==> src/rtl/bioimpedance_body_composition_defines.svh <==
// assertion helpers
`ifndef BIOIMPEDANCE_BODY_COMPOSITION_DEFINES_SVH
`define BIOIMPEDANCE_BODY_COMPOSITION_DEFINES_SVH

`ifndef ASSERT_OFF
`define BBC_ASSERT(lbl, prop) \
  lbl: assert property (@(posedge clk_i) disable iff (!rst_ni) prop) \
    else $error("assertion failed");
`define BBC_ASSERT_NR(lbl, prop) \
  lbl: assert property (@(posedge clk_i) prop) else $error("assertion failed");
`else
`define BBC_ASSERT(lbl, prop)
`define BBC_ASSERT_NR(lbl, prop)
`endif

`endif

==> src/rtl/bbc_pkg.sv <==
package bbc_pkg;

  localparam int unsigned FREQ_W = 27;
  localparam logic [FREQ_W-1:0] FREQ_LOW_HZ  = 27'd50000;
  localparam logic [FREQ_W-1:0] FREQ_HIGH_HZ = 27'd100000;

  localparam logic [1:0] KIND_OTHER = 2'd0;
  localparam logic [1:0] KIND_LOW   = 2'd1;
  localparam logic [1:0] KIND_HIGH  = 2'd2;

  localparam int unsigned CFG_IDX_W = 3;
  localparam logic [CFG_IDX_W-1:0] CFG_START  = 3'd0;
  localparam logic [CFG_IDX_W-1:0] CFG_STEP   = 3'd1;
  localparam logic [CFG_IDX_W-1:0] CFG_GAIN_L = 3'd2;
  localparam logic [CFG_IDX_W-1:0] CFG_GAIN_H = 3'd3;
  localparam logic [CFG_IDX_W-1:0] CFG_HEIGHT = 3'd4;
  localparam logic [CFG_IDX_W-1:0] CFG_WEIGHT = 3'd5;
  localparam logic [CFG_IDX_W-1:0] CFG_AGE    = 3'd6;
  localparam logic [CFG_IDX_W-1:0] CFG_MALE   = 3'd7;

  localparam logic [16:0] RST_START  = 17'd50000;
  localparam logic [16:0] RST_STEP   = 17'd1000;
  localparam logic [31:0] RST_GAIN_L = 32'd884337;
  localparam logic [31:0] RST_GAIN_H = 32'd1462350;
  localparam logic [7:0]  RST_HEIGHT = 8'd183;
  localparam logic [7:0]  RST_WEIGHT = 8'd73;
  localparam logic [6:0]  RST_AGE    = 7'd22;
  localparam logic        RST_MALE   = 1'b1;

  localparam logic [41:0] Q_TBW_BASE    = 42'd438436;
  localparam logic [14:0] Q_HEIGHT_COEF = 15'd22658;
  localparam logic [41:0] Q_WEIGHT_COEF = 42'd11184;
  localparam logic [41:0] Q_AGE_COEF    = 42'd7209;
  localparam logic [41:0] Q_MALE_COEF   = 42'd174326;

  localparam int unsigned RECIP_SHIFT = 38;
  localparam logic [31:0] FFM_RECIP = 32'((64'd1 << RECIP_SHIFT) / 64'd73);

  localparam int unsigned SQRT_CELLS  = 24;
  localparam int unsigned DIV_CELLS   = 32;
  localparam int unsigned BODY_STAGES = 7;

  localparam logic [55:0] DIV_SAT_P = 56'd1 << 20;

  typedef struct packed {
    logic [1:0]  kind;
    logic        zero;
    logic [15:0] tbw;
    logic [15:0] ffm;
    logic [15:0] fm;
  } bbc_side_t;

  typedef struct packed {
    logic        valid;
    logic [1:0]  kind;
    logic [47:0] rad;
    logic [25:0] rem;
    logic [23:0] root;
  } bbc_sq_t;

  typedef struct packed {
    logic        valid;
    bbc_side_t   side;
    logic [55:0] p;
    logic [55:0] rem;
    logic [31:0] quo;
  } bbc_dv_t;

  typedef struct packed {
    logic [1:0]  kind;
    logic [31:0] imp;
    logic [15:0] tbw;
    logic [15:0] ffm;
    logic [15:0] fm;
    logic        zero;
  } bbc_res_t;

  function automatic logic [15:0] sat16(input logic [41:0] v);
    sat16 = (|v[41:24]) ? 16'hFFFF : v[23:8];
  endfunction

endpackage

==> src/rtl/bbc_div_cell.sv <==
module bbc_div_cell (
  input  logic             clk_i,
  input  logic             rst_ni,
  input  logic             en_i,
  input  bbc_pkg::bbc_dv_t in_i,
  output bbc_pkg::bbc_dv_t out_o
);
  import bbc_pkg::*;

  logic [56:0] rs;
  logic [56:0] dv;
  logic        ge;
  bbc_dv_t     nxt;
  bbc_dv_t     cell_q;

  always_comb begin
    rs      = {in_i.rem, 1'b0};
    dv      = {1'b0, in_i.p};
    ge      = rs >= dv;
    nxt     = in_i;
    nxt.rem = ge ? 56'(rs - dv) : 56'(rs);
    nxt.quo = {in_i.quo[30:0], ge};
  end

  always_ff @(posedge clk_i or negedge rst_ni) begin
    if (!rst_ni) begin
      cell_q <= '0;
    end else if (en_i) begin
      cell_q <= nxt;
    end
  end

  assign out_o = cell_q;

endmodule

==> config.mk <==
export PLATFORM = sky130hd
export DESIGN_NAME = bbc_div_cell
export DESIGN_NICKNAME = d
export VERILOG_FILES = /design/src/rtl/bioimpedance_body_composition_defines.svh /design/src/rtl/bbc_pkg.sv /design/src/rtl/bbc_div_cell.sv
export SDC_FILE = /design/constraint.sdc
export NUM_CORES = 1
export LEC_CHECK = 0
export ABC_CLOCK_PERIOD_IN_PS = 2800
export BUFFER_PORTS_ARGS = -buffer_cell sky130_fd_sc_hd__buf_4
export CORE_MARGIN = 3
export CORE_UTILIZATION = 48
export CTS_BUF_LIST = sky130_fd_sc_hd__clkbuf_2 sky130_fd_sc_hd__clkbuf_4 sky130_fd_sc_hd__clkbuf_8
export DETAILED_ROUTE_END_ITERATION = 10
export PLACE_DENSITY = 0.74
export SLEW_MARGIN = 20
export SYNTH_ARGS = -nofsm -noshare
export SYNTH_HDL_FRONTEND = slang
export SYNTH_SLANG_ARGS = --single-unit
==> constraint.sdc <==
create_clock -name clk_i -period 2.8 [get_ports clk_i]
set_clock_uncertainty 0.15 [all_clocks]
set_input_delay 0.56 -clock clk_i [delete_from_list [all_inputs] [get_ports clk_i]]
set_output_delay 0.56 -clock clk_i [all_outputs]
set_load 0.01 [all_outputs]
==> reports/results.txt, run 1 <==
number of flip-flops under the largest register name -> 196
critical path, cell by cell -> buf_4, ha_4, nand4_4, or4_4, or4_4, o21a_1, o21ai_2, nor2_2, a21oi_4, buf_12, buf_4, buf_16, mux2i_2, a21oi_1
maximum VDD drop -> 0.000345 V
worst hold endpoint -> out_o[163]
required time of the critical path -> 3020 ps
Worst R2R Start -> out_o[72]
Crit Path Class -> in2reg
crit path max fanout -> 8
worst hold stages -> 2
RSZ-0062 raised after global routing -> true
number of synthesized flops with an enable pin -> 0
combinational power share -> 0.377
final WL -> 37.9 mm
layout cells sized above 1 -> 0.516
H-tree depth -> 4
dpl cell area -> 16100 µm²
Least-Margin Pin Slew -> 638 ps
total gr overflow -> 0
area of the core -> 23000 µm²
Critical Path Slowest Stage Cell -> or4_4
Die W -> 160 µm
switch share -> 0.354
row count -> 55
CTS max path bufs -> 2
Cell Area, Synth -> 11400 µm²
CP top delay family -> simple AND/OR/NAND/NOR gates
status -> complete, but fails checks
starting utilization of the core area -> 0.496
CP endpoint kind -> flop
R2R Path End -> out_o[72]
initial antenna violation count -> 0
Filler cells -> 1634
Clock power frac -> 0.237
clock buffer count from CTS -> 17
fin nets -> 1951
First-pass DRT Iterations -> 5
area of the die -> 25600 µm²
CP Buf/Inv Count -> 4
sw power -> 0.00312 W
Post-Syn Nets -> 1393
diode count -> 0
Syn-to-layout area delta -> 52.9%
CP startpoint kind -> primary input
hpwl dp -> 29.0 mm
initial drt markers -> 686
clock-pin slew on the worst setup and hold paths -> 140 ps
minimum clock period -> 3140 ps
f_max -> 319 MHz
Max Cap Viol -> 0
ys async rst share -> 1.00
GRT Util Overall -> 0.285
R2R depth -> 1
Synth cell types -> 61
Reg power frac -> 0.386
Post-DRT Antenna Nets -> 0
pin count of the biggest net entering global routing -> 96
Main synth FF type -> dfrtp_1
Die Y -> 160 µm
Slew HR -> 0.574
Slew Limit Fails -> 0
Syn. warnings -> 0
WL/cell -> 18.8 µm
r2r setup slk -> 1800 ps
Static Leak -> 8.34 nW
final-report hold violation count -> 0
worst hold path class -> in2reg
vias in the first global route -> 11484
PortBufs -> 393
hold path startpoint -> in_i[163]
register bit total from synthesis -> 196
vias per cell -> 5.41
CTS tree -> done
Syn Area/Cell -> 10.0 µm²
Clock Root Buffer -> clkbuf_8
Int Pwr -> 0.00569 W
failing checks -> setup timing
vias post-DR -> 10926
Cell Pwr Density -> 505 nW/µm²
Worst-Skew Late Latency -> 490 ps
synthesized netlist cell count -> 1137
final instance area -> 17400 µm²
largest stage delay on the critical path -> 540 ps
final RePlAce weighted congestion -> 0.891
residual DRC count -> 0
Final Worst Setup Slack -> -338 ps
crit share post-route -> 1.12
# setup viols final -> 57
Seq/Total Area, Yosys -> 0.430
Min Hold Slack -> 121 ps
io pins -> 395
number of clock sinks -> 196
Worst EP arrival -> 3360 ps
first-pass GRT wire length -> 59.1 mm
-- area by class of cell --
type	count	area, µm²	area share
repair buffers	606	4820	0.277
well taps	313	392	0.0225
multi-input cells	801	6560	0.376
inverters	73	299	0.0172
clock buffers	17	234	0.0134
clock inverters	15	220	0.0126
flip-flops and latches	196	4900	0.281
-- worst max-delay path by stage --
stage | end | start | depth (start not counted) | slack [ps]
2_1_floorplan | out_o[68] | in_i[99] | 14 | -530
3_3_place_gp | out_o[46] | in_i[104] | 15 | -1140
5_1_grt | out_o[68] | in_i[121] | 15 | -400
4_1_cts | out_o[39] | in_i[138] | 15 | -330
6_report | out_o[79] | in_i[64] | 14 | -340
3_5_place_dp | out_o[50] | in_i[104] | 14 | -1190
-- synthesized netlist by cell type (5+ instances only) --
| master | count | share of area |
|---|---|---|
| o21ai_0 | 48 | 0.021 |
| and4_1 | 5 | 0.0038 |
| o21a_1 | 10 | 0.0066 |
| nand2b_1 | 8 | 0.0044 |
| xnor2_1 | 27 | 0.021 |
| xor2_1 | 25 | 0.019 |
| nand3_1 | 24 | 0.011 |
| clkbuf_1 | 51 | 0.017 |
| mux2i_1 | 36 | 0.032 |
| inv_1 | 73 | 0.024 |
| ha_1 | 56 | 0.061 |
| buf_4 | 6 | 0.0040 |
| nand4_1 | 17 | 0.0093 |
| a21oi_1 | 111 | 0.049 |
| a21o_1 | 23 | 0.015 |
| o21bai_1 | 7 | 0.0046 |
| mux2_2 | 140 | 0.14 |
| a31oi_1 | 10 | 0.0055 |
| nor3_1 | 8 | 0.0035 |
| nand2_1 | 67 | 0.022 |
| o211ai_1 | 8 | 0.0053 |
| nor2_1 | 86 | 0.028 |
| and2_1 | 6 | 0.0033 |
| nor2b_1 | 9 | 0.0049 |
| dfrtp_1 | 196 | 0.43 |
-- repair_timing --
| item | CTS | global route |
|---|---|---|
| gates resized for setup | 58 | 88 |
| hold buffers | 1 | 0 |
| setup endpoints to repair | 57 | 57 |
| hold endpoints to repair | 36 | 0 |
| buffers inserted | 5 | 5 |
| cloned | 3 | 1 |
| pin swaps | 27 | 35 |
-- cells in the final DEF (no fill, tap or decap), types with 23 or more instances in the layout --
cell type	synthesis	layout
buf_4	6	571
inv_1	73	57
nand3_1	24	23
dfrtp_1	196	196
ha_4	0	25
xnor2_1	27	27
xor2_1	25	25
a21oi_1	111	103
o21ai_0	48	32
ha_1	56	30
mux2_2	140	139
nand2_1	67	60
a21o_1	23	23
mux2i_1	36	30
nor2_1	86	84
-- cell families (layout without fill, tap and decap cells) --
| logic type | count (synthesis) | after routing | synth area share |
|---|---|---|---|
| fa+ha+maj | 57 | 57 | 0.0632 |
| buf+inv | 140 | 711 | 0.0522 |
| compound gates | 261 | 261 | 0.139 |
| xor+xnor | 52 | 52 | 0.0400 |
| simple gates | 255 | 255 | 0.106 |
| mux | 176 | 176 | 0.170 |
| flops | 196 | 196 | 0.430 |
-- metal layers --
layer | vias up | wire length (µm) | share of wire | GRT usage
li1 | 5126 | - | - | -
met1 | 5325 | 14700 | 0.39 | 0.337
met2 | 392 | 19400 | 0.51 | 0.505
met3 | 83 | 2480 | 0.065 | 0.0667
met4 | 0 | 1380 | 0.036 | 0.102
met5 | - | 0 | 0 | 0
-- metrics by stage --
stage / total power, W / worst slack, ps / instances / TNS [ps] / util
finish: 0.00881 / -338 / 2021 / -13450 / 0.758
global route: 0.00925 / -400 / 2021 / -17450 / 0.758
CTS: 0.00870 / -332 / 2016 / -14080 / 0.738
detailed placement: 0.00648 / -1190 / 1975 / -62700 / 0.701
global placement: 0.00642 / -1140 / 1975 / -61730 / 0.701
floorplan: 0.00489 / -530 / 1137 / -27200 / -
-- power groups by stage --
stage	clock network [W]	logic [W]	registers (W)
after floorplan	0	0.00129	0.00360
after global placement	0	0.00298	0.00343
after detailed placement	0	0.00304	0.00345
after CTS	0.00211	0.00319	0.00340
after global routing	0.00223	0.00357	0.00345
final	0.00209	0.00332	0.00340
Power figures use the tool's default switching activity.
==> run 2: changes to the inputs <==
--- a/config.mk
+++ b/config.mk
@@ -11,7 +11,9 @@
 export CORE_UTILIZATION = 48
 export CTS_BUF_LIST = sky130_fd_sc_hd__clkbuf_2 sky130_fd_sc_hd__clkbuf_4 sky130_fd_sc_hd__clkbuf_8
 export DETAILED_ROUTE_END_ITERATION = 10
+export MAX_ROUTING_LAYER = met4
 export PLACE_DENSITY = 0.74
+export SETUP_SLACK_MARGIN = 0.05
 export SLEW_MARGIN = 20
 export SYNTH_ARGS = -nofsm -noshare
 export SYNTH_HDL_FRONTEND = slang
==> run 2 against run 1 <==
The run still ends with setup timing left. Global-route usage is 0.49 points higher. Worst setup slack got worse by 91 ps. Sequential power about the same. Clock-buffer cell count did not move. First-iteration DRC count up 2.9%. Power decreased by 0.97%. Critical path depth unchanged. Non-clock buffer count shrank 2. Register-to-register slack worse by 30 ps. Fmax down 2.8%. Routed wire length fell by 0.91%. Die area did not move. Highest routed layer unchanged.
==> reports/results.txt, run 2 (synthesis results as in run 1) <==
status -> complete, but fails checks
failing checks -> setup timing
pin count of the biggest net entering global routing -> 85
clock buffer count from CTS -> 17
area of the core -> 23000 µm²
vias per cell -> 5.39
final WL -> 37.6 mm
Static Leak -> 8.31 nW
Clock power frac -> 0.240
clock-pin slew on the worst setup and hold paths -> 140 ps
CP startpoint kind -> primary input
Max Cap Viol -> 0
number of flip-flops under the largest register name -> 196
final-report hold violation count -> 0
maximum VDD drop -> 0.000379 V
vias post-DR -> 10875
RSZ-0062 raised after global routing -> true
minimum clock period -> 3230 ps
hpwl dp -> 29.1 mm
# setup viols final -> 57
worst hold path class -> in2reg
Die W -> 160 µm
PortBufs -> 393
final RePlAce weighted congestion -> 0.908
Clock Root Buffer -> clkbuf_8
area of the die -> 25600 µm²
vias in the first global route -> 11217
fin nets -> 1949
Filler cells -> 1737
commonest non-fill, non-tap cell in the layout -> buf_4
required time of the critical path -> 3020 ps
Int Pwr -> 0.00564 W
CTS tree -> done
post-placement setup slack -> -1060 ps
initial drt markers -> 706
io pins -> 395
CP endpoint kind -> flop
Slew HR -> 0.575
Least-Margin Pin Slew -> 637 ps
Post-DRT Antenna Nets -> 0
Final Worst Setup Slack -> -428 ps
H-tree depth -> 4
first-pass GRT wire length -> 58.1 mm
WL/cell -> 18.6 µm
Slew Limit Fails -> 0
diode count -> 0
First-pass DRT Iterations -> 5
switch share -> 0.353
f_max -> 310 MHz
combinational power share -> 0.370
residual DRC count -> 0
starting utilization of the core area -> 0.496
most frequent cells in the layout -> buf_4 (571), dfrtp_1 (196), mux2_2 (139)
crit share post-route -> 1.15
GRT Util Overall -> 0.289
Reg power frac -> 0.390
total chip power -> 0.00872 W
Syn-to-layout area delta -> 49.9%
Worst EP arrival -> 3450 ps
total gr overflow -> 0
layout cells sized above 1 -> 0.498
Die Y -> 160 µm
Cell Pwr Density -> 510 nW/µm²
row count -> 55
sw power -> 0.00308 W
Worst-Skew Late Latency -> 490 ps
CTS max path bufs -> 2
final core occ -> 0.744
crit path max fanout -> 9
initial antenna violation count -> 0
number of clock sinks -> 196
Crit Path Class -> in2reg
run 2: cell count changes in the layout (fill, tap and decap cells not counted), moves of 3 or more:
cell / previous run / this run
nor2_2: 2 / 7
nor2_1: 84 / 79
buf_12: 9 / 6
mux2i_1: 30 / 33
nor3_1: 5 / 8
inv_2: 11 / 3
ha_1: 30 / 45
ha_4: 25 / 11
inv_1: 57 / 64
o21ai_0: 32 / 36
o21ai_1: 18 / 12
run 2: critical path, cell delays in order:
cell     delay [ps]
buf_6            80
inv_4            30
ha_4            250
nand4_1         210
or4_4           540
or4_4           550
o21a_1          200
o21ai_2          80
nor2_2           80
a21oi_4         230
buf_4           180
buf_12          150
mux2i_2         220
a21oi_1          90
run 2: per-stage QoR:
step / hold WS [ps] / cell area [µm²] / TNS, ps / cells
3_5_place_dp: 284 / 16100 / -55700 / 1973
2_1_floorplan: 114 / 11600 / -27200 / 1137
6_report: 123 / 17100 / -20540 / 2019
3_3_place_gp: 285 / 16100 / -56080 / 1973
4_1_cts: 94.7 / 16800 / -14120 / 2011
5_1_grt: 91.8 / 17100 / -21500 / 2019
run 2: cell type report:
| class | count | area [µm²] | area share |
|---|---|---|---|
| clock buffer | 17 | 234 | 0.0137 |
| clock inverter | 15 | 223 | 0.0130 |
| inverter | 73 | 302 | 0.0176 |
| multi-input combinational | 801 | 6250 | 0.366 |
| sequential | 196 | 4900 | 0.287 |
| tap | 313 | 392 | 0.0229 |
| timing repair buffer | 604 | 4780 | 0.280 |
run 2: power groups by stage:
stage,registers [W],clock network (W),logic (W)
floorplan,0.00360,0,0.00129
global placement,0.00343,0,0.00296
detailed placement,0.00345,0,0.00301
CTS,0.00340,0.00214,0.00310
global route,0.00345,0.00226,0.00347
finish,0.00340,0.00209,0.00323
run 2: final timing paths:
path / to / slack, ps / depth (start not counted) / start
min reg2reg: out_o[44] / 360 / 2 / out_o[44]
min in group asynchronous: out_o[125] / 330 / 2 / rst_ni
min: out_o[154] / 120 / 2 / in_i[154]
max: out_o[52] / -430 / 14 / in_i[140]
max in group asynchronous: out_o[135] / 1400 / 3 / rst_ni
max reg2reg: out_o[72] / 1770 / 1 / out_o[72]
run 2: timing repair:
item | 4_1_cts | 5_1_grt
hold buffers | 1 | 0
gates resized for setup | 44 | 59
buffers inserted | 4 | 5
gates cloned | 1 | 3
pin swaps | 27 | 17
hold endpoints to repair | 17 | 0
setup endpoints to repair | 57 | 57
run 2: metal layers:
metal  part of all wire  global-route usage
met1               0.40               0.342
met5                  0                   -
met4              0.034              0.0994
met2               0.50               0.494
met3              0.062              0.0581
