[config.mk]
export PLATFORM = sky130hd
export DESIGN_NAME = bbc_sqrt_cell
export DESIGN_NICKNAME = d
export VERILOG_FILES = /design/src/rtl/bioimpedance_body_composition_defines.svh /design/src/rtl/bbc_pkg.sv /design/src/rtl/bbc_sqrt_cell.sv
export SDC_FILE = /design/constraint.sdc
export NUM_CORES = 1
export LEC_CHECK = 0
export BUFFER_PORTS_ARGS = -buffer_cell sky130_fd_sc_hd__buf_4
export CAP_MARGIN = 20
export CORE_ASPECT_RATIO = 0.9
export CORE_MARGIN = 10
export CORE_UTILIZATION = 40
export DETAILED_ROUTE_END_ITERATION = 10
export GPL_ROUTABILITY_DRIVEN = 0
export HOLD_SLACK_MARGIN = 0.05
export PLACE_DENSITY = 0.67
export REMOVE_ABC_BUFFERS = 1
export SLEW_MARGIN = 20
export SYNTH_ARGS = -nofsm -noshare
export SYNTH_HDL_FRONTEND = slang
export SYNTH_SLANG_ARGS = --single-unit
[constraint.sdc]
create_clock -name clk_i -period 0.95 [get_ports clk_i]
set_input_delay 0.095 -clock clk_i [delete_from_list [all_inputs] [get_ports clk_i]]
set_output_delay 0.095 -clock clk_i [all_outputs]
set_load 0.02 [all_outputs]
[src/rtl/bioimpedance_body_composition_defines.svh]
// assertion helpers
`ifndef BIOIMPEDANCE_BODY_COMPOSITION_DEFINES_SVH
`define BIOIMPEDANCE_BODY_COMPOSITION_DEFINES_SVH

`ifndef ASSERT_OFF
`define BBC_ASSERT(lbl, prop) \
  lbl: assert property (@(posedge clk_i) disable iff (!rst_ni) prop) \
    else $error("assertion failed");
`define BBC_ASSERT_NR(lbl, prop) \
  lbl: assert property (@(posedge clk_i) prop) else $error("assertion failed");
`else
`define BBC_ASSERT(lbl, prop)
`define BBC_ASSERT_NR(lbl, prop)
`endif

`endif

[src/rtl/bbc_pkg.sv]
package bbc_pkg;

  localparam int unsigned FREQ_W = 27;
  localparam logic [FREQ_W-1:0] FREQ_LOW_HZ  = 27'd50000;
  localparam logic [FREQ_W-1:0] FREQ_HIGH_HZ = 27'd100000;

  localparam logic [1:0] KIND_OTHER = 2'd0;
  localparam logic [1:0] KIND_LOW   = 2'd1;
  localparam logic [1:0] KIND_HIGH  = 2'd2;

  localparam int unsigned CFG_IDX_W = 3;
  localparam logic [CFG_IDX_W-1:0] CFG_START  = 3'd0;
  localparam logic [CFG_IDX_W-1:0] CFG_STEP   = 3'd1;
  localparam logic [CFG_IDX_W-1:0] CFG_GAIN_L = 3'd2;
  localparam logic [CFG_IDX_W-1:0] CFG_GAIN_H = 3'd3;
  localparam logic [CFG_IDX_W-1:0] CFG_HEIGHT = 3'd4;
  localparam logic [CFG_IDX_W-1:0] CFG_WEIGHT = 3'd5;
  localparam logic [CFG_IDX_W-1:0] CFG_AGE    = 3'd6;
  localparam logic [CFG_IDX_W-1:0] CFG_MALE   = 3'd7;

  localparam logic [16:0] RST_START  = 17'd50000;
  localparam logic [16:0] RST_STEP   = 17'd1000;
  localparam logic [31:0] RST_GAIN_L = 32'd884337;
  localparam logic [31:0] RST_GAIN_H = 32'd1462350;
  localparam logic [7:0]  RST_HEIGHT = 8'd183;
  localparam logic [7:0]  RST_WEIGHT = 8'd73;
  localparam logic [6:0]  RST_AGE    = 7'd22;
  localparam logic        RST_MALE   = 1'b1;

  localparam logic [41:0] Q_TBW_BASE    = 42'd438436;
  localparam logic [14:0] Q_HEIGHT_COEF = 15'd22658;
  localparam logic [41:0] Q_WEIGHT_COEF = 42'd11184;
  localparam logic [41:0] Q_AGE_COEF    = 42'd7209;
  localparam logic [41:0] Q_MALE_COEF   = 42'd174326;

  localparam int unsigned RECIP_SHIFT = 38;
  localparam logic [31:0] FFM_RECIP = 32'((64'd1 << RECIP_SHIFT) / 64'd73);

  localparam int unsigned SQRT_CELLS  = 24;
  localparam int unsigned DIV_CELLS   = 32;
  localparam int unsigned BODY_STAGES = 7;

  localparam logic [55:0] DIV_SAT_P = 56'd1 << 20;

  typedef struct packed {
    logic [1:0]  kind;
    logic        zero;
    logic [15:0] tbw;
    logic [15:0] ffm;
    logic [15:0] fm;
  } bbc_side_t;

  typedef struct packed {
    logic        valid;
    logic [1:0]  kind;
    logic [47:0] rad;
    logic [25:0] rem;
    logic [23:0] root;
  } bbc_sq_t;

  typedef struct packed {
    logic        valid;
    bbc_side_t   side;
    logic [55:0] p;
    logic [55:0] rem;
    logic [31:0] quo;
  } bbc_dv_t;

  typedef struct packed {
    logic [1:0]  kind;
    logic [31:0] imp;
    logic [15:0] tbw;
    logic [15:0] ffm;
    logic [15:0] fm;
    logic        zero;
  } bbc_res_t;

  function automatic logic [15:0] sat16(input logic [41:0] v);
    sat16 = (|v[41:24]) ? 16'hFFFF : v[23:8];
  endfunction

endpackage

[src/rtl/bbc_sqrt_cell.sv]
module bbc_sqrt_cell (
  input  logic             clk_i,
  input  logic             rst_ni,
  input  logic             en_i,
  input  bbc_pkg::bbc_sq_t in_i,
  output bbc_pkg::bbc_sq_t out_o
);
  import bbc_pkg::*;

  logic [27:0] rs;
  logic [27:0] trial;
  logic        ge;
  bbc_sq_t     nxt;
  bbc_sq_t     cell_q;

  always_comb begin
    rs        = {in_i.rem, in_i.rad[47:46]};
    trial     = {2'b00, in_i.root, 2'b01};
    ge        = rs >= trial;
    nxt       = in_i;
    nxt.rem   = ge ? 26'(rs - trial) : 26'(rs);
    nxt.root  = {in_i.root[22:0], ge};
    nxt.rad   = {in_i.rad[45:0], 2'b00};
  end

  always_ff @(posedge clk_i or negedge rst_ni) begin
    if (!rst_ni) begin
      cell_q <= '0;
    end else if (en_i) begin
      cell_q <= nxt;
    end
  end

  assign out_o = cell_q;

endmodule

==> summary.md, run 1 <==
| Metric | Value |
|---|---|
| Length of the first detailed-routing pass in iterations | 4 |
| NumNets Final | 1043 |
| Hold Path End | out_o[43] |
| Status | finished, violations left |
| Ratio of total power to cell area | 1456 mW/mm² |
| Sequential share of power | 0.347 |
| Cell depth of the worst hold path | 3 |
| P_int | 0.01001 W |
| Shortest period the worst path allows | 1.931 ns |
| Aggregate negative setup slack | -29.22 ns |
| Worst Setup SP | in_i[4] |
| Number of cells on the worst reg-to-reg path | 2 |
| Detail Route Antenna Nets | 0 |
| Most common flop cell mapped by yosys | sky130_fd_sc_hd__dfrtp_1 |
| Remaining global-route overflow | 0 |
| Final WS setup | -0.9813 ns |
| Number of sinks handled by clock tree synthesis | 99 |
| Fraction of layout cells with a size suffix above 1 | 0.5545 |
| Post-synthesis compound-gate area fraction | 0.1304 |
| Initial antenna violation count | 0 |
| Clock-pin slew on the worst setup and hold paths | 0.08 ns |
| Highest clock frequency the design can meet | 517.8 MHz |
| GRT Total Usage | 0.2183 |
| Final worst clock skew | 0 ns |
| Maximum clock insertion buffer count | 2 |
| Count of state elements after synthesis | 99 |
| Crit start category | primary input |
| First-pass GRT wire length | 32160 µm |
| Number of global-route vias before repair | 6021 |
| Worst min-delay path class | in -> reg |
| Combined area of all synthesized cells | 0.005411 mm² |
| HPWL reported at the end of detailed placement | 13710 µm |
| Highest net fanout along the worst path | 4 |
| Root buf cell | sky130_fd_sc_hd__clkbuf_16 |
| Post-Synth Adder-Cell Area | 0.06012 |
| WP data required | 1.20 ns |
| Net switching component of the power | 0.004903 W |
| Area taken by flip-flops and latches | 0.002477 mm² |
| Worst path cell trace | buf_4 -> inv_1 -> ha_4 -> a2111oi_4 -> a21oi_4 -> o21bai_4 -> a21oi_2 -> buf_4 -> or3_4 -> xnor2_1 -> mux2_2 |
| Clock tree from TritonCTS | yes |
| Share of synthesized registers carrying an async set or reset | 1.000 |
| Combinational share of power | 0.400 |
| Category of the most critical setup path | in -> reg |
| XOR/XNOR share of the synthesized area | 0.03399 |
| Per-cell routed wire length | 19.16 µm |
| Fraction of synthesized area in multiplexers | 0.1910 |
| Area of the multi-input gates | 0.003088 mm² |
| Placeable core area | 0.01331 mm² |
| Dominant combinational cell family by area after synthesis | multiplexers |
| Overall routed net length | 20810 µm |
| Violated checks | negative setup slack |
| Post-placement worst setup slack | -1.480 ns |
| Skew-Pair Late Insertion Delay | 0.35 ns |
| Number of flops mapped to enable cells by yosys | 0 |
| Largest net degree at the start of global routing | 82 |
| CP max-delay cell | sky130_fd_sc_hd__a2111oi_4 |
| Clock buffer count from CTS | 9 |
| Initial Util | 0.4065 |
| Highest ir drop seen on vdd | 1.438 mV |
| Initial DRC Count | 175 |
| Part of the total power dissipated in the clock network | 0.253 |
| Final period util | 2.033 |
| Die height | 130.3 µm |
| PortBufs | 202 |
| Max Slew Vio Count | 0 |
| Drc violations | 0 |
| Vias/cell | 4.953 |
| Max-cap violation count | 0 |
| Worst setup EP type | flop |
| Die footprint | 0.01859 mm² |
| Origin of the critical flop-to-flop path | out_o[93] |
| Maximum single-stage delay on the critical path | 0.45 ns |
| Horiz. Die Dim | 142.6 µm |
| Max reg flops | 99 |
| Unrepaired setup endpoints after global routing | true |
| Source of the worst hold timing path | in_i[41] |
| Most numerous cell on the critical path | sky130_fd_sc_hd__buf_4 |
| Simple-gate area share of the yosys netlist | 0.07491 |
| Yosys warns | 0 |
| Switching share of power | 0.3289 |
| I/O pin count | 205 |
| R2r setup slk | -0.01 ns |
| CTS HTree Levels | 3 |
| Arr. time, crit path | 2.18 ns |
| Std-Cell Rows | 40 |
| Number of setup violations in the final report | 127 |
| Vias after detailed routing | 5379 |
| LEAKAGE | 4.864 nW |
| Fraction of the yosys area taken by sequential cells | 0.4578 |
| Number of fill cells in the layout | 797 |
| Final hold slack | 0.04168 ns |
| Count of different cell masters after synthesis | 55 |
| Endpoint of the worst-slack reg-to-reg timing path | out_o[93] |
| Cell count after synthesis | 482 |
| Diodes inserted | 0 |
| Area Overhead vs Synth | 89.20% |
| Hold violation total from the final report | 0 |
| Average cell area after synthesis | 11.23 µm² |
## final cells by class
class	count	area share
repair buffers	439	0.3919
multi-input cells	325	0.3016
flip-flops and latches	99	0.2420
clock buffers	10	0.02334
well taps	168	0.02053
inverters	39	0.01528
clock inverters	6	0.005377
## synthesized netlist by cell type (3+ instances only)
cell                        count  area, µm²
sky130_fd_sc_hd__dfrtp_1       99       2477
sky130_fd_sc_hd__mux2_2        74      833.3
sky130_fd_sc_hd__inv_1         39      146.4
sky130_fd_sc_hd__a21oi_1       30      150.1
sky130_fd_sc_hd__nor2_1        27      101.4
sky130_fd_sc_hd__ha_1          26      325.3
sky130_fd_sc_hd__nand2_1       24      90.09
sky130_fd_sc_hd__mux2i_1       20      200.2
sky130_fd_sc_hd__clkbuf_1      15      56.30
sky130_fd_sc_hd__xnor2_1       15      131.4
sky130_fd_sc_hd__o21ai_0       14      70.07
sky130_fd_sc_hd__a21o_1         7      52.55
sky130_fd_sc_hd__nand3_1        7      35.03
sky130_fd_sc_hd__nand4_1        6      37.54
sky130_fd_sc_hd__nor3_1         6      30.03
sky130_fd_sc_hd__o211ai_1       6      45.04
sky130_fd_sc_hd__xor2_1         6      52.55
sky130_fd_sc_hd__o21bai_1       5      37.54
sky130_fd_sc_hd__a21oi_2        4      35.03
sky130_fd_sc_hd__and3_1         3      18.77
sky130_fd_sc_hd__buf_4          3      22.52
sky130_fd_sc_hd__o2bb2ai_1      3      26.28
sky130_fd_sc_hd__or3_1          3      18.77
## routing by layer
metal / GRT usage / part of all wire / up-vias
met5: 0 / 0 / -
met4: 0.05212 / 0.012 / 0
met3: 0.1068 / 0.096 / 19
met2: 0.3596 / 0.49 / 164
met1: 0.2508 / 0.41 / 2630
li1: - / - / 2566
## layout by cell type, fill, tap and decap left out, types with 5 or more instances in the layout
cell type,count
sky130_fd_sc_hd__ha_1,8
sky130_fd_sc_hd__dfrtp_1,99
sky130_fd_sc_hd__buf_6,115
sky130_fd_sc_hd__buf_4,232
sky130_fd_sc_hd__a21oi_1,23
sky130_fd_sc_hd__dlygate4sd3_1,86
sky130_fd_sc_hd__mux2_2,71
sky130_fd_sc_hd__inv_1,30
sky130_fd_sc_hd__o21ai_1,8
sky130_fd_sc_hd__clkbuf_16,9
sky130_fd_sc_hd__o21ai_0,6
sky130_fd_sc_hd__nand2_1,23
sky130_fd_sc_hd__ha_4,17
sky130_fd_sc_hd__buf_12,5
sky130_fd_sc_hd__nand3_1,5
sky130_fd_sc_hd__xor2_1,6
sky130_fd_sc_hd__a21o_1,7
sky130_fd_sc_hd__nand4_1,6
sky130_fd_sc_hd__nor2_1,26
sky130_fd_sc_hd__inv_2,5
sky130_fd_sc_hd__mux2i_1,18
sky130_fd_sc_hd__xnor2_1,15
sky130_fd_sc_hd__a21oi_2,9
sky130_fd_sc_hd__o211ai_1,6
## worst max-delay path: cells and delay by family
kind	cells	cell delay, ns
XOR/XNOR	1	0.15
multiplexers	1	0.27
AND/OR/NAND/NOR	1	0.37
buffers and inverters	3	0.29
adder cells (fa/ha/maj)	1	0.18
AO/OA/AOI/OAI	4	0.83
## worst max path at each step
stage | to | slack [ns] | cells past startpoint
CTS | out_o[31] | -0.90 | 10
floorplan | out_o[24] | -1.32 | 10
global placement | out_o[49] | -1.42 | 12
finish | out_o[24] | -0.98 | 11
detailed placement | out_o[48] | -1.48 | 11
global route | out_o[24] | -1.07 | 12
## repair_timing
| action | CTS | global route |
|---|---|---|
| hold buffers | 86 | 0 |
| pin swaps | 39 | 29 |
| hold endpoints to repair | 184 | 0 |
| cloned | 1 | 0 |
| buffers inserted | 32 | 21 |
| gates resized for setup | 157 | 41 |
| endpoints found under the setup margin | 126 | 127 |
## power groups by stage
stage	clock, W	sequential [W]	combinational, W
3_5_place_dp	0	0.00513	0.00447
6_report	0.00377	0.00518	0.00596
4_1_cts	0.00380	0.00515	0.00557
3_3_place_gp	0	0.00511	0.00438
2_1_floorplan	0	0.00575	0.00150
5_1_grt	0.00399	0.00524	0.00636
## cell families after synthesis
kind of cell	after synthesis
adder cells (fa/ha/maj)	26
AND/OR/NAND/NOR	85
other	1
XOR/XNOR	21
multiplexers	94
flip-flops	99
buffers and inverters	60
AO/OA/AOI/OAI	96
## per-stage QoR
stage	total power, W	cell area [µm²]	instances	util
5_1_grt	0.01559	10240	1086	0.7691
3_5_place_dp	0.009607	7797	930	0.5857
6_report	0.01491	10240	1086	0.7691
2_1_floorplan	0.007253	5285	462	-
3_3_place_gp	0.009487	7797	930	0.5857
4_1_cts	0.01452	9882	1065	0.7423
Note: power is estimated with default switching activity, not from simulation.
==> run 2: changes to the inputs <==
- CORE_ASPECT_RATIO: 0.9 -> 0.75
- CORE_UTILIZATION: 40 -> 35
- PLACE_DENSITY: 0.67 -> not set
==> run 2 against run 1 <==
The run still ends with negative setup slack left. Register-to-register slack better by 0.04 ns. Sequential share of layout area grew 0.26 points. Via count is 4.3% lower. Fmax rose by 2.7%. Clock-buffer cell count unchanged.
==> summary.md, run 2 (synthesis results as in run 1) <==
| Metric | Value |
|---|---|
| Status | finished, violations left |
| Violated checks | negative setup slack |
| Worst min-delay path class | in -> reg |
| Number of fill cells in the layout | 1138 (+43%) |
| Highest net fanout along the worst path | 4 (unchanged) |
| Number of global-route vias before repair | 5729 (-4.8%) |
| Die footprint | 0.02089 mm² (+12%) |
| Combinational share of power | 0.395 (-0.005) |
| Arr. time, crit path | 2.13 ns (-0.05 ns) |
| Switching share of power | 0.3178 (-0.01104) |
| Detail Route Antenna Nets | 0 (unchanged) |
| Area of the multi-input gates | 0.003058 mm² (-0.97%) |
| Family of cells with the greatest summed delay on the critical path | compound AO/OA/AOI/OAI gates |
| Per-cell routed wire length | 16.98 µm (-11%) |
| Initial antenna violation count | 0 (unchanged) |
| Final worst clock skew | 0 ns (unchanged) |
| Number of setup violations in the final report | 126 (-0.79%) |
| Sequential share of power | 0.354 (+0.007) |
| Placeable core area | 0.01518 mm² (+14%) |
| Clock-pin slew on the worst setup and hold paths | 0.07 ns (about the same) |
| Max reg flops | 99 (unchanged) |
| Net switching component of the power | 0.004613 W (-5.9%) |
| Fraction of layout cells with a size suffix above 1 | 0.5526 (-0.001894) |
| Clock tree from TritonCTS | yes |
| Total Power Consumption | 0.01451 W (-2.7%) |
| Critical path buffers and inverters | 3 (unchanged) |
| Horiz. Die Dim | 163.6 µm (+15%) |
| Shortest period the worst path allows | 1.880 ns (-0.05168 ns) |
| First-pass GRT wire length | 29520 µm (-8.2%) |
| Crit start category | primary input |
| NumNets Final | 1019 (-2.3%) |
| Die height | 127.7 µm (-2.0%) |
| Unrepaired setup endpoints after global routing | true |
| Highest clock frequency the design can meet | 532.0 MHz (+2.7%) |
| Skew-Pair Late Insertion Delay | 0.35 ns (about the same) |
| Worst setup EP type | flop |
| Most frequent standard cell in the layout excluding fill and tap cells | sky130_fd_sc_hd__buf_4 |
| Vias after detailed routing | 5146 (-4.3%) |
| Root buf cell | sky130_fd_sc_hd__clkbuf_16 |
| Initial Util | 0.3566 (-0.04990) |
| Final WS setup | -0.9297 ns (+0.05168 ns) |
| CP max-delay cell | sky130_fd_sc_hd__a2111oi_4 |
| Number of sinks handled by clock tree synthesis | 99 (unchanged) |
| LEAKAGE | 4.775 nW (-1.8%) |
| Area Overhead vs Synth | 87.21% |
| CTS HTree Levels | 3 (unchanged) |
| Cell count after placement | 962 (+3.4%) |
| Max-cap violation count | 0 (unchanged) |
| Length of the first detailed-routing pass in iterations | 4 (unchanged) |
| Largest net degree at the start of global routing | 60 (-27%) |
| Initial DRC Count | 213 (+22%) |
| PortBufs | 202 (unchanged) |
| Drc violations | 0 (unchanged) |
| Highest ir drop seen on vdd | 1.256 mV (-13%) |
| HPWL reported at the end of detailed placement | 13050 µm (-4.8%) |
| Cell Count, Final, Fillers Out | 1099 (+1.2%) |
| Final period util | 1.979 (-0.05440) |
| P_int | 0.009900 W (-1.1%) |
| Maximum single-stage delay on the critical path | 0.38 ns (-0.07 ns) |
| Overall routed net length | 18660 µm (-10%) |
| Maximum clock insertion buffer count | 2 (unchanged) |
| Worst path cell trace | buf_4 -> inv_1 -> ha_4 -> a2111oi_4 -> a21oi_2 -> o21bai_2 -> a21oi_2 -> buf_4 -> or3_4 -> a311o_1 -> o21a_1 |
| Remaining global-route overflow | 0 (unchanged) |
| Max Slew Vio Count | 0 (unchanged) |
| Commonest cells after routing, fill and taps aside | sky130_fd_sc_hd__buf_4, sky130_fd_sc_hd__buf_6, sky130_fd_sc_hd__dfrtp_1 |
| Clock buffer count from CTS | 9 (unchanged) |
| Hold violation total from the final report | 0 (unchanged) |
| Category of the most critical setup path | in -> reg |
| GRT Total Usage | 0.1737 (-0.04463) |
| Std-Cell Rows | 39 (-2.5%) |
| Area taken by flip-flops and latches | 0.002477 mm² (unchanged) |
| Vias/cell | 4.682 (-5.5%) |
| Ratio of total power to cell area | 1433 mW/mm² (-1.6%) |
| Diodes inserted | 0 (unchanged) |
| WP data required | 1.20 ns (about the same) |
| I/O pin count | 205 (unchanged) |
| Part of the total power dissipated in the clock network | 0.251 (-0.002) |
-- run 2: cell types whose count changed in the layout (fill, tap and decap cells not counted), sizes merged --
cell         before  now
dlygate4sd3      86   80
clkinv            0    4
inv              43   41
clkinvlp          2    0
buf             353  334
clkbuf           10   11
-- run 2: area by class of cell --
class                           instances  share of cell area
Timing Repair Buffer                  415              0.3831
Clock inverter                          6            0.005681
Sequential cell                        99              0.2445
Clock buffer                           10             0.02359
Inverter                               39             0.01593
Multi-Input combinational cell        325              0.3018
Tap cell                              205             0.02532
-- run 2: per-stage QoR --
step / setup TNS (ns) / worst slack (ns) / util / area (µm²) / hold slack, ns
after global routing: -32.15 / -1.004 / 0.6676 / 10130 / 0.05038
final: -26.52 / -0.9297 / 0.6676 / 10130 / 0.05382
after floorplan: -32.15 / -1.316 / - / 5285 / -0.2006
after global placement: -42.60 / -1.468 / 0.5177 / 7856 / 0.09508
after CTS: -27.85 / -0.9139 / 0.6451 / 9789 / 0.05221
after detailed placement: -44.67 / -1.564 / 0.5177 / 7856 / 0.09976
-- run 2: final timing paths --
path / from / end / slack, ns / depth (start not counted)
worst max-delay path: in_i[4] / out_o[40] / -0.93 / 11
worst min-delay path: in_i[33] / out_o[35] / 0.05 / 3
worst max register to register: out_o[46] / out_o[46] / 0.03 / 4
worst min register to register: out_o[29] / out_o[29] / 0.52 / 2
max in group asynchronous: rst_ni / out_o[22] / 0.35 / 3
min in group asynchronous: rst_ni / out_o[85] / 0.26 / 3
-- run 2: metal layers --
layer  vias to the layer above  global-route usage  wire length (µm)
li1                       2526                   -                 -
met1                      2459              0.1986              7377
met2                       146              0.2949              9351
met3                        15             0.07478              1720
met4                         0             0.04038               210
met5                         -                   0                 0
-- run 2: tightest hold or removal path, stage by stage --
cell                      delay, ns
sky130_fd_sc_hd__buf_6         0.08
sky130_fd_sc_hd__mux2i_1       0.06
sky130_fd_sc_hd__a21oi_1       0.12
-- run 2: repair_timing --
action / CTS / global route
gates cloned: 1 / 1
setup endpoints to repair: 126 / 126
hold buffers: 80 / 0
hold endpoints to repair: 178 / 0
buffers inserted: 23 / 16
pin swaps: 38 / 28
gates resized for setup: 158 / 39
-- run 2: power by group through the flow --
stage | logic (W) | registers, W | clock network [W]
2_1_floorplan | 0.00150 | 0.00575 | 0
3_3_place_gp | 0.00439 | 0.00509 | 0
6_report | 0.00573 | 0.00514 | 0.00365
5_1_grt | 0.00615 | 0.00520 | 0.00398
3_5_place_dp | 0.00445 | 0.00512 | 0
4_1_cts | 0.00546 | 0.00513 | 0.00377
